### src/rtl/su8_pkg.sv
// Shared types, codes and helpers for the strict UTF-8 decoder.
package su8_pkg;

  localparam int unsigned QDepth = 2;
  localparam int unsigned QCntW  = $clog2(QDepth + 1);
  localparam int unsigned QPtrW  = $clog2(QDepth);

  localparam logic [1:0] StChar  = 2'd0;
  localparam logic [1:0] StError = 2'd1;
  localparam logic [1:0] StEnd   = 2'd2;

  localparam logic [20:0] CpMin2   = 21'd128;
  localparam logic [20:0] CpMin3   = 21'd2048;
  localparam logic [20:0] CpMin4   = 21'd65536;
  localparam logic [20:0] CpSurLo  = 21'd55296;
  localparam logic [20:0] CpSurHi  = 21'd57343;
  localparam logic [20:0] CpMax    = 21'd1114111;

  typedef enum logic [2:0] {
    CLS_ASCII   = 3'd0,
    CLS_LEAD2   = 3'd1,
    CLS_LEAD3   = 3'd2,
    CLS_LEAD4   = 3'd3,
    CLS_CONT    = 3'd4,
    CLS_INVALID = 3'd5,
    CLS_EOS     = 3'd6
  } cls_e;

  typedef struct packed {
    cls_e       cls;
    logic [6:0] bits;
  } qent_t;

  typedef struct packed {
    logic full;
    logic empty;
  } qstat_t;

  function automatic logic value_ok(input logic [1:0] len, input logic [20:0] v);
    logic ok;
    ok = 1'b0;
    case (len)
      2'd1:    ok = (v >= CpMin2);
      2'd2:    ok = (v >= CpMin3) && ((v < CpSurLo) || (v > CpSurHi));
      2'd3:    ok = (v >= CpMin4) && (v <= CpMax);
      default: ok = 1'b0;
    endcase
    return ok;
  endfunction

endpackage

### src/rtl/su8_front.sv
// Front end: accept bytes, classify them and push them into the queue.
module su8_front import su8_pkg::*; (
  input  logic       in_valid_i,
  output logic       in_ready_o,
  input  logic [7:0] data_byte_i,
  input  logic       end_of_stream_i,
  input  qstat_t     qstat_i,
  output logic       push_o,
  output qent_t      ent_o
);

  cls_e cls;

  always_comb begin
    cls = CLS_INVALID;
    if (end_of_stream_i) begin
      cls = CLS_EOS;
    end else begin
      case (data_byte_i) inside
        8'b0???????: cls = CLS_ASCII;
        8'b10??????: cls = CLS_CONT;
        8'b110?????: cls = CLS_LEAD2;
        8'b1110????: cls = CLS_LEAD3;
        8'b11110???: cls = CLS_LEAD4;
        default:     cls = CLS_INVALID;
      endcase
    end
  end

  assign in_ready_o  = !qstat_i.full;
  assign push_o      = in_valid_i && !qstat_i.full;
  assign ent_o.cls   = cls;
  assign ent_o.bits  = data_byte_i[6:0];

endmodule

### src/rtl/su8_queue.sv
// Short queue of classified words between front and back.
module su8_queue import su8_pkg::*; (
  input  logic   clk_i,
  input  logic   rst_ni,
  input  logic   push_i,
  input  qent_t  ent_i,
  input  logic   pop_i,
  output qent_t  ent_o,
  output qstat_t qstat_o
);

  qent_t            mem_q [QDepth];
  logic [QPtrW-1:0] wptr_q, wptr_d;
  logic [QPtrW-1:0] rptr_q, rptr_d;
  logic [QCntW-1:0] cnt_q, cnt_d;

  always_comb begin
    wptr_d = wptr_q;
    rptr_d = rptr_q;
    cnt_d  = cnt_q;
    if (push_i) begin
      wptr_d = (wptr_q == QPtrW'(QDepth - 1)) ? '0 : wptr_q + 1'b1;
    end
    if (pop_i) begin
      rptr_d = (rptr_q == QPtrW'(QDepth - 1)) ? '0 : rptr_q + 1'b1;
    end
    if (push_i && !pop_i) begin
      cnt_d = cnt_q + 1'b1;
    end else if (pop_i && !push_i) begin
      cnt_d = cnt_q - 1'b1;
    end
  end

  always_ff @(posedge clk_i or negedge rst_ni) begin
    if (!rst_ni) begin
      wptr_q <= '0;
      rptr_q <= '0;
      cnt_q  <= '0;
    end else begin
      wptr_q <= wptr_d;
      rptr_q <= rptr_d;
      cnt_q  <= cnt_d;
    end
  end

  always_ff @(posedge clk_i) begin
    if (push_i) begin
      mem_q[wptr_q] <= ent_i;
    end
  end

  assign ent_o         = mem_q[rptr_q];
  assign qstat_o.full  = (cnt_q == QCntW'(QDepth));
  assign qstat_o.empty = (cnt_q == '0);

endmodule

### src/rtl/su8_back.sv
// Back end: run the sequence state and drive the result register.
module su8_back import su8_pkg::*; (
  input  logic        clk_i,
  input  logic        rst_ni,
  input  qent_t       ent_i,
  input  qstat_t      qstat_i,
  output logic        pop_o,
  output logic        out_valid_o,
  input  logic        out_ready_i,
  output logic [20:0] code_point_o,
  output logic [1:0]  status_o
);

  logic [1:0]  rem_q, rem_d;
  logic [1:0]  len_q, len_d;
  logic [20:0] pv_q, pv_d;
  logic        bad_q, bad_d;
  logic        ov_q, ov_d;
  logic [20:0] cp_q, cp_d;
  logic [1:0]  st_q, st_d;
  logic        emit;
  logic [20:0] emit_cp;
  logic [1:0]  emit_st;
  logic [20:0] pv_next;
  logic        bad_next;
  logic [1:0]  rem_next;

  assign pop_o = !qstat_i.empty && (!ov_q || out_ready_i);

  always_comb begin
    rem_d    = rem_q;
    len_d    = len_q;
    pv_d     = pv_q;
    bad_d    = bad_q;
    emit     = 1'b0;
    emit_cp  = '0;
    emit_st  = StChar;
    pv_next  = {pv_q[14:0], ent_i.bits[5:0]};
    bad_next = bad_q || (ent_i.cls != CLS_CONT);
    rem_next = rem_q - 1'b1;
    if (pop_o) begin
      if (ent_i.cls == CLS_EOS) begin
        emit = 1'b1;
        if (rem_q != '0) begin
          emit_st = StError;
          rem_d   = '0;
          len_d   = '0;
          pv_d    = '0;
          bad_d   = 1'b0;
        end else begin
          emit_st = StEnd;
        end
      end else if (rem_q == '0) begin
        case (ent_i.cls)
          CLS_ASCII: begin
            emit    = 1'b1;
            emit_cp = {14'd0, ent_i.bits};
          end
          CLS_LEAD2: begin
            len_d = 2'd1;
            rem_d = 2'd1;
            pv_d  = {16'd0, ent_i.bits[4:0]};
            bad_d = 1'b0;
          end
          CLS_LEAD3: begin
            len_d = 2'd2;
            rem_d = 2'd2;
            pv_d  = {17'd0, ent_i.bits[3:0]};
            bad_d = 1'b0;
          end
          CLS_LEAD4: begin
            len_d = 2'd3;
            rem_d = 2'd3;
            pv_d  = {18'd0, ent_i.bits[2:0]};
            bad_d = 1'b0;
          end
          default: begin
            emit    = 1'b1;
            emit_st = StError;
          end
        endcase
      end else if (rem_next != '0) begin
        rem_d = rem_next;
        pv_d  = pv_next;
        bad_d = bad_next;
      end else begin
        emit = 1'b1;
        if (!bad_next && value_ok(len_q, pv_next)) begin
          emit_cp = pv_next;
        end else begin
          emit_st = StError;
        end
        rem_d = '0;
        len_d = '0;
        pv_d  = '0;
        bad_d = 1'b0;
      end
    end
  end

  always_comb begin
    ov_d = ov_q;
    cp_d = cp_q;
    st_d = st_q;
    if (emit) begin
      ov_d = 1'b1;
      cp_d = emit_cp;
      st_d = emit_st;
    end else if (out_ready_i) begin
      ov_d = 1'b0;
    end
  end

  always_ff @(posedge clk_i or negedge rst_ni) begin
    if (!rst_ni) begin
      rem_q <= '0;
      len_q <= '0;
      pv_q  <= '0;
      bad_q <= 1'b0;
      ov_q  <= 1'b0;
    end else begin
      rem_q <= rem_d;
      len_q <= len_d;
      pv_q  <= pv_d;
      bad_q <= bad_d;
      ov_q  <= ov_d;
    end
  end

  always_ff @(posedge clk_i) begin
    cp_q <= cp_d;
    st_q <= st_d;
  end

  assign out_valid_o  = ov_q;
  assign code_point_o = cp_q;
  assign status_o     = st_q;

endmodule

### src/rtl/strict_utf8_decoder_top.sv
// Top level of the strict UTF-8 decoder.
// Takes one byte (or an end-of-stream marker) per clock and keeps that rate
// indefinitely while the result side is ready. A word enters a two-entry
// queue at acceptance; the back end takes one queued word per cycle while the
// result register is empty or being read, and registers at most one result for
// it; the word completing a result passes the queue, then the result register.
// The queue lets input flow on for two words while the result register is
// stalled. Status 0 carries a code point, 1 marks an encoding error, 2 end of stream.
module strict_utf8_decoder_top import su8_pkg::*; (
  input  logic        clk_i,
  input  logic        rst_ni,
  input  logic        in_valid_i,
  output logic        in_ready_o,
  input  logic [7:0]  data_byte_i,
  input  logic        end_of_stream_i,
  output logic        out_valid_o,
  input  logic        out_ready_i,
  output logic [20:0] code_point_o,
  output logic [1:0]  status_o
);

  qstat_t qstat;
  qent_t  push_ent;
  qent_t  head_ent;
  logic   push;
  logic   pop;

  su8_front u_front (
    .in_valid_i      (in_valid_i),
    .in_ready_o      (in_ready_o),
    .data_byte_i     (data_byte_i),
    .end_of_stream_i (end_of_stream_i),
    .qstat_i         (qstat),
    .push_o          (push),
    .ent_o           (push_ent)
  );

  su8_queue u_queue (
    .clk_i   (clk_i),
    .rst_ni  (rst_ni),
    .push_i  (push),
    .ent_i   (push_ent),
    .pop_i   (pop),
    .ent_o   (head_ent),
    .qstat_o (qstat)
  );

  su8_back u_back (
    .clk_i        (clk_i),
    .rst_ni       (rst_ni),
    .ent_i        (head_ent),
    .qstat_i      (qstat),
    .pop_o        (pop),
    .out_valid_o  (out_valid_o),
    .out_ready_i  (out_ready_i),
    .code_point_o (code_point_o),
    .status_o     (status_o)
  );

  a_cp_zero_unless_char: assert property (@(posedge clk_i) disable iff (!rst_ni)
    out_valid_o && (status_o != StChar) |-> code_point_o == '0)
    else $error("code point not zero on error or end result");

  a_char_is_scalar: assert property (@(posedge clk_i) disable iff (!rst_ni)
    out_valid_o && (status_o == StChar) |->
      (code_point_o <= CpMax) && ((code_point_o < CpSurLo) || (code_point_o > CpSurHi)))
    else $error("decoded value is not a Unicode scalar value");

  a_status_legal: assert property (@(posedge clk_i) disable iff (!rst_ni)
    out_valid_o |-> (status_o == StChar) || (status_o == StError) || (status_o == StEnd))
    else $error("undefined status code");

  a_no_pop_when_empty: assert property (@(posedge clk_i) disable iff (!rst_ni)
    qstat.empty |-> !pop)
    else $error("back end consumed from an empty queue");

endmodule

### config.mk
export PLATFORM = sky130hd
export DESIGN_NAME = strict_utf8_decoder_top
export DESIGN_NICKNAME = d
export VERILOG_FILES = /design/src/rtl/su8_pkg.sv /design/src/rtl/su8_front.sv /design/src/rtl/su8_queue.sv /design/src/rtl/su8_back.sv /design/src/rtl/strict_utf8_decoder_top.sv
export SDC_FILE = /design/constraint.sdc
export NUM_CORES = 1
export LEC_CHECK = 0
export BUFFER_PORTS_ARGS = -buffer_cell sky130_fd_sc_hd__buf_4
export CAP_MARGIN = 30
export CORE_AREA = 2 2 107 109
export DETAILED_ROUTE_END_ITERATION = 8
export DIE_AREA = 0 0 109 111
export GPL_TIMING_DRIVEN = 0
export HOLD_SLACK_MARGIN = 0.15
export PLACE_DENSITY = 0.47
export SETUP_SLACK_MARGIN = 0.1
export SLEW_MARGIN = 25
export SYNTH_ARGS = -nofsm -noshare
export SYNTH_HDL_FRONTEND = slang
export SYNTH_SLANG_ARGS = --single-unit
### constraint.sdc
create_clock -name clk_i -period 3.7 [get_ports clk_i]
set_input_delay 0.74 -clock clk_i [delete_from_list [all_inputs] [get_ports clk_i]]
set_output_delay 0.74 -clock clk_i [all_outputs]
set_load 0.05 [all_outputs]
After elaboration in Yosys (flattened, before gate mapping). Memory sizes are Yosys's and may differ from the RTL's. Index checks and enable logic that the tools add are counted.

Output and inout bits: 25. Bits in writable memories: 20. Logic and storage cells: 121. Memories kept: 1. Input port bits: 13. Bits in registers: 48.

Memories: u_queue.mem_q (words 2, bits a word 10, read ports 1, clocked after memory_dff 0, write ports 1, RTL line su8_queue.sv:12) `qent_t mem_q [QDepth];`.

Magnitude comparators: 6. Multiplexer cells: 52. Equal/unequal tests: 17. Bitwise gates (word level): 1. Reduce and logical (&&, ||, !) cells: 29. $add $sub $neg: 5.

Operators by type and width (number): 21-bit two-way mux (3); 15-bit two-way mux (4); 15-bit one-hot mux with 3 select lines (1); 2-bit two-way mux (13); 1-bit two-way mux (22); 21-bit by 12-bit >= comparator with 1-bit output (second input constant) (1); 21-bit by 17-bit >= comparator with 1-bit output (second input constant) (1); 21-bit by 8-bit >= comparator with 1-bit output (second input constant) (1); 21-bit by 16-bit > comparator with 1-bit output (second input constant) (1); 21-bit less-or-equal comparator (second input constant) (1); 21-bit by 16-bit < comparator with 1-bit output (second input constant) (1); 3-bit two-way mux (6); 2-bit equality test (second input constant) (4); 2-bit nonzero test (4); 1-bit logical AND (7); 7-bit two-way mux (1); 3-bit by 2-bit equality test with 1-bit output (second input constant) (2); 3-bit equality test (second input constant) (2); 1-bit logical NOT (6); 2-bit one-hot mux with 3 select lines (1); 3-bit AND reduction (2); 5-bit equality test (second input constant) (1); 5-bit by 4-bit != test with 1-bit output (second input constant) (1); 4-bit equality test (second input constant) (1); other kinds (18) (23).

Logic depth before layout (Yosys ltp). An unclocked memory read counts as a cell.

Depth in word-level cells: 14. Mapped depth: 9. Gate-level depth less buffers: 7.

Modules after synthesis. Synthesis repeated with hierarchy kept, for this count alone.

Cell total of the unflattened synthesis: 234. Area total of the unflattened synthesis: 3032.9 um^2.

Modules (own cells, without submodules): su8_back (seq. area each 1216.2 um^2, cells each 169, times used 1, area an instance 1974.4 um^2); su8_queue (seq. area each 700.7 um^2, cells each 47, times used 1, area an instance 947.2 um^2); su8_front (seq. area each 0.0 um^2, cells each 18, times used 1, area an instance 111.4 um^2).

Worst setup path before layout. No wires, ideal clock.

Path type: input to register. Start: in out_ready_i. End: reg u_back.cp_q[0] (netlist: u_back.code_point_o[0]), enable pin. Path slack: 0.895 ns. Arrival: 2.394 ns. Stages: 5. Setup time: 0.412 ns. Buffers on the path: 1. Required time: 3.288 ns. Path through: nor2b_1 -> nor2_1 -> inv_1 -> clkbuf_1 -> a21oi_1.

Longest elaborated chain between the ends: 3.

RTL lines: from (decl) (RTL line strict_utf8_decoder_top.sv:17) `input logic out_ready_i,`; 1-bit logical OR (RTL line su8_back.sv:28) `assign pop_o = !qstat_i.empty && (!ov_q || out_ready_i);`; 1-bit logical AND (RTL line su8_back.sv:28); 1-bit two-way mux (RTL line su8_back.sv:41) `if (pop_o) begin`; via u_back.emit (RTL line su8_back.sv:21) `logic emit;`; to (signal assigned) (RTL line su8_back.sv:131) `cp_q <= cp_d;`; to (decl) (RTL line su8_back.sv:19) `logic [20:0] cp_q, cp_d;`.

The timed path passes the listed nets, and every way through them passes these cells. A chain may end at the register's enable or synchronous reset.

Worst setup path after layout.
Start: in out_ready_i. End: reg u_queue.cnt_q[1].

Longest elaborated chain between the ends: 5. Elaborated cells between the ends (all ways): 7. Those cells by class: mux (1); reduce/logical (6).

RTL lines: 1-bit logical OR (*) (RTL line su8_back.sv:28); 1-bit logical AND (*) (RTL line su8_back.sv:28); 1-bit logical NOT (RTL line su8_queue.sv:27) `if (push_i && !pop_i) begin`; 1-bit logical AND (RTL line su8_queue.sv:27); 2-bit two-way mux / 2-bit nonzero test (equally long branches); to (signal assigned) (RTL line su8_queue.sv:42) `cnt_q <= cnt_d;`; to (decl) (RTL line su8_queue.sv:15) `logic [QCntW-1:0] cnt_q, cnt_d;`.

Every way passes the cells marked *; elsewhere a longest branch is shown, timed or not.

==> qor.json <==
{
  "run_status": {
    "status": "finished clean"
  },
  "floorplanning": {
    "floorplan.core_area_um2": 11100,
    "die_height_um": 111,
    "fp-row-count": 39,
    "dieArea_um2": 12100,
    "initial_utilization_pct": 28.8,
    "die_w_um": 109,
    "ios": 38
  },
  "finish": {
    "multi_input_comb_area_um2": 1170,
    "fillerInstances": 1114,
    "commonest_cells_after_routing_fill_and_taps_aside": "edfxtp_1 (43), buf_4 (38), dfrtp_1 (25)",
    "mostFrequentLayoutCell": "edfxtp_1",
    "layout-area-overhead-vs-synth_pct": 24.5,
    "drive_gt1_share_pct": 24.5,
    "nets": 327,
    "layout_cells_excl_fill": 461,
    "diodes": 0,
    "storage_cell_area_um2": 1920
  },
  "global_route": {
    "groute.usage.overall_pct": 13.2,
    "grt_antenna_before_repair": 0,
    "grt_first_pass_wirelength_um": 12000,
    "grt_overflow_total": 0,
    "grt_max_degree": 26,
    "grt_pass1_vias": 2196
  },
  "yosys": {
    "mappedNetlistNets": 276,
    "synth.distinct_cells": 50,
    "yosysWarnings": 0,
    "synth_top_area_cell": "edfxtp_1",
    "synth-edff-count": 43,
    "synth_largest_type_area_fraction_pct": 40.5,
    "postSynthCellCount": 262,
    "syn_area_um2": 3190,
    "synth_sequential_area_ratio_pct": 60.2,
    "yosys_register_bits": 68,
    "synth_top_cells_by_area": "edfxtp_1 (41%), dfrtp_1 (20%), nand3_1 (3.5%)",
    "avgSynthCellArea_um2": 12.2,
    "yosys_most_used_dff": "edfxtp_1",
    "synth-async-reset-ratio_pct": 36.8
  },
  "clock_network": {
    "clock_sink_count": 68,
    "cts-hold-fix-buffers": 0,
    "cts_clock_pin_slew_for_the_worst_setup_and_hold_paths_ns": 0.06,
    "numCtsBuffers": 9,
    "cts_tree": "yes",
    "h-tree-depth": 3,
    "clock_latency_of_the_later_clocked_register_in_the_worst_skew_pair_ns": 0.33,
    "post_cts.repair.setup_buffers": 0,
    "post_cts_resized": 0,
    "root_buffer": "clkbuf_16",
    "max-clock-path-buffers": 2
  },
  "route": {
    "routed_wire_length_um": 7210,
    "detailed_route_iter0_violations": 83,
    "final_antenna_net_count": 0,
    "dr_total_vias": 2250,
    "drc": 0,
    "detail_route.first_pass.iterations": 4,
    "wire_per_inst_um": 15.6,
    "detail_routed_via_count_per_cell": 4.88
  },
  "setup_path": {
    "critical-path-max-stage-delay_ns": 0.47,
    "critical_path_required_ns": 3.95,
    "crit_family": "buffers and inverters",
    "critPathSlowestCell": "clkbuf_1",
    "critical_path.n_buffers_inverters": 4,
    "worstPathMaxFanout": 10,
    "worst_setup_path_start_kind": "input pin",
    "critical_path_arrival_ns": 2.99,
    "crit_chain": "buf_4, nor2b_1, nor2_1, inv_1, clkbuf_1, clkbuf_1, ha_1, nor2_1, xor2_1",
    "worstSetupPathType": "in -> reg",
    "end_kind": "register"
  },
  "place": {
    "place.gp.congestion": 0.789,
    "dp_cells": 443,
    "port-buffer-count": 37,
    "post_dp_hpwl_um": 5050
  },
  "timing": {
    "hold_viol": 0,
    "rsz0062_at_grt": "false",
    "clock-skew-final_ns": 0.00599,
    "maxSlewViolCount": 0,
    "timing.final.crit_share_pct": 74.0,
    "finalWorstPathRequiredPeriod_ns": 2.74,
    "worst_slew_margin_rel_pct": 46.7,
    "setup_viol": 0,
    "timing_worst_slew_pin_value_ns": 0.798,
    "achievable-frequency_mhz": 365
  },
  "power_and_ir_drop": {
    "power_density_nw_per_um2": 1010,
    "leakagePower_nw": 1.46,
    "power.total_mw": 4.02,
    "peak_supply_drop_uv": 391
  },
  "run": {
    "maxCapViolations": 0
  },
  "hold_path": {
    "min_path_type": "in -> async"
  }
}
[sequential cells by signal, indices dropped and copies added (netlist names)]
signal	count
u_queue.rptr_q	1
u_back.code_point_o	21
u_back.rem_q	2
u_back.bad_q	1
u_back.len_q	2
u_queue.wptr_q	1
u_queue.mem_q	20
u_back.out_valid_o	1
u_back.pv_q	15
u_back.status_o	2
u_queue.cnt_q	2
[cell families after synthesis]
| logic type | synth area share [%] |
|---|---|
| xor gates and xnor gates | 1.37 |
| adders and majority gates | 0.393 |
| buffers and inverters | 3.46 |
| and+or+nand+nor | 19.1 |
| DFF | 60.2 |
| muxes | 4.44 |
| AOI/OAI and AO/OA | 11.1 |
[worst reg2reg max path, stage by stage, from the launching register on]
cell and delay, ns:
dfrtp_1 0.42, nor4_1 0.52, nand3_1 0.15, o31ai_1 0.62
clkbuf_1 0.43, o31ai_1 0.17
[Yosys cell counts (3+ instances only)]
cell type and n:
mux2_2 9, nand4_1 8, a31oi_1 4, nor4_1 5, inv_1 9, nor2_1 7
nand2_1 11, a21oi_1 5, nor2b_1 3, mux2i_1 4, xnor2_1 3, clkbuf_1 13
o31ai_1 10, nand3_1 22, dfrtp_1 25, o21ai_0 21, nor3b_1 7, edfxtp_1 43
nor3b_2 6, nor3_1 11
[stage by stage]
stage	setup TNS, ns	area (um2)	setup slack [ns]	utilization (%)	hold slack, ns
final	0	3970	0.962	35.8	0.322
after global routing	0	3970	0.703	35.8	0.348
after CTS	0	3960	0.931	35.7	0.329
after detailed placement	0	3670	0.572	33.1	0.477
after global placement	-1.54	3640	-0.0670	32.9	0.477
after floorplan	0	3190	0.895	-	0.444
[final cells by class]
class	instances	share of cell area (%)
Timing Repair Buffer	40	7.69
Clock buffer	11	5.87
Inverter	9	0.851
Sequential cell	68	48.3
Multi-Input combinational cell	169	29.5
Tap cell	143	4.51
Buffer	16	1.92
Clock inverter	5	1.36
[power breakdown]
| group | internal, mW | switching [mW] | total [mW] |
|---|---|---|---|
| combinational | 0.591 | 1.28 | 1.88 |
| sequential | 1.15 | 0.158 | 1.31 |
| clock | 0.518 | 0.313 | 0.831 |
[routing by layer]
metal  wire, um  share of wire (%)  up-vias  track usage (%)
met5          0                  0        -                0
met4        115                1.6        0             5.47
met3        303                4.2       10             3.23
met2       3330                 46       55             19.9
met1       3460                 48     1084             18.0
li1           -                  -     1101                -
[final timing paths]
| check | start | endpoint | slack, ns | cells after the start |
|---|---|---|---|---|
| hold / removal | rst_ni | u_back.rem_q[0] | 0.32 | 1 |
| max in group asynchronous | rst_ni | u_back.pv_q[3] | 3.11 | 1 |
| setup reg to reg | u_back.pv_q[10] | u_back.code_point_o[3] | 1.10 | 5 |
| min in group clk_i | u_queue.wptr_q | u_queue.wptr_q | 0.49 | 1 |
| hold reg to reg | u_queue.wptr_q | u_queue.wptr_q | 0.49 | 1 |
| setup / recovery | out_ready_i | u_queue.cnt_q[1] | 0.96 | 9 |
Power figures use the tool's default switching activity.
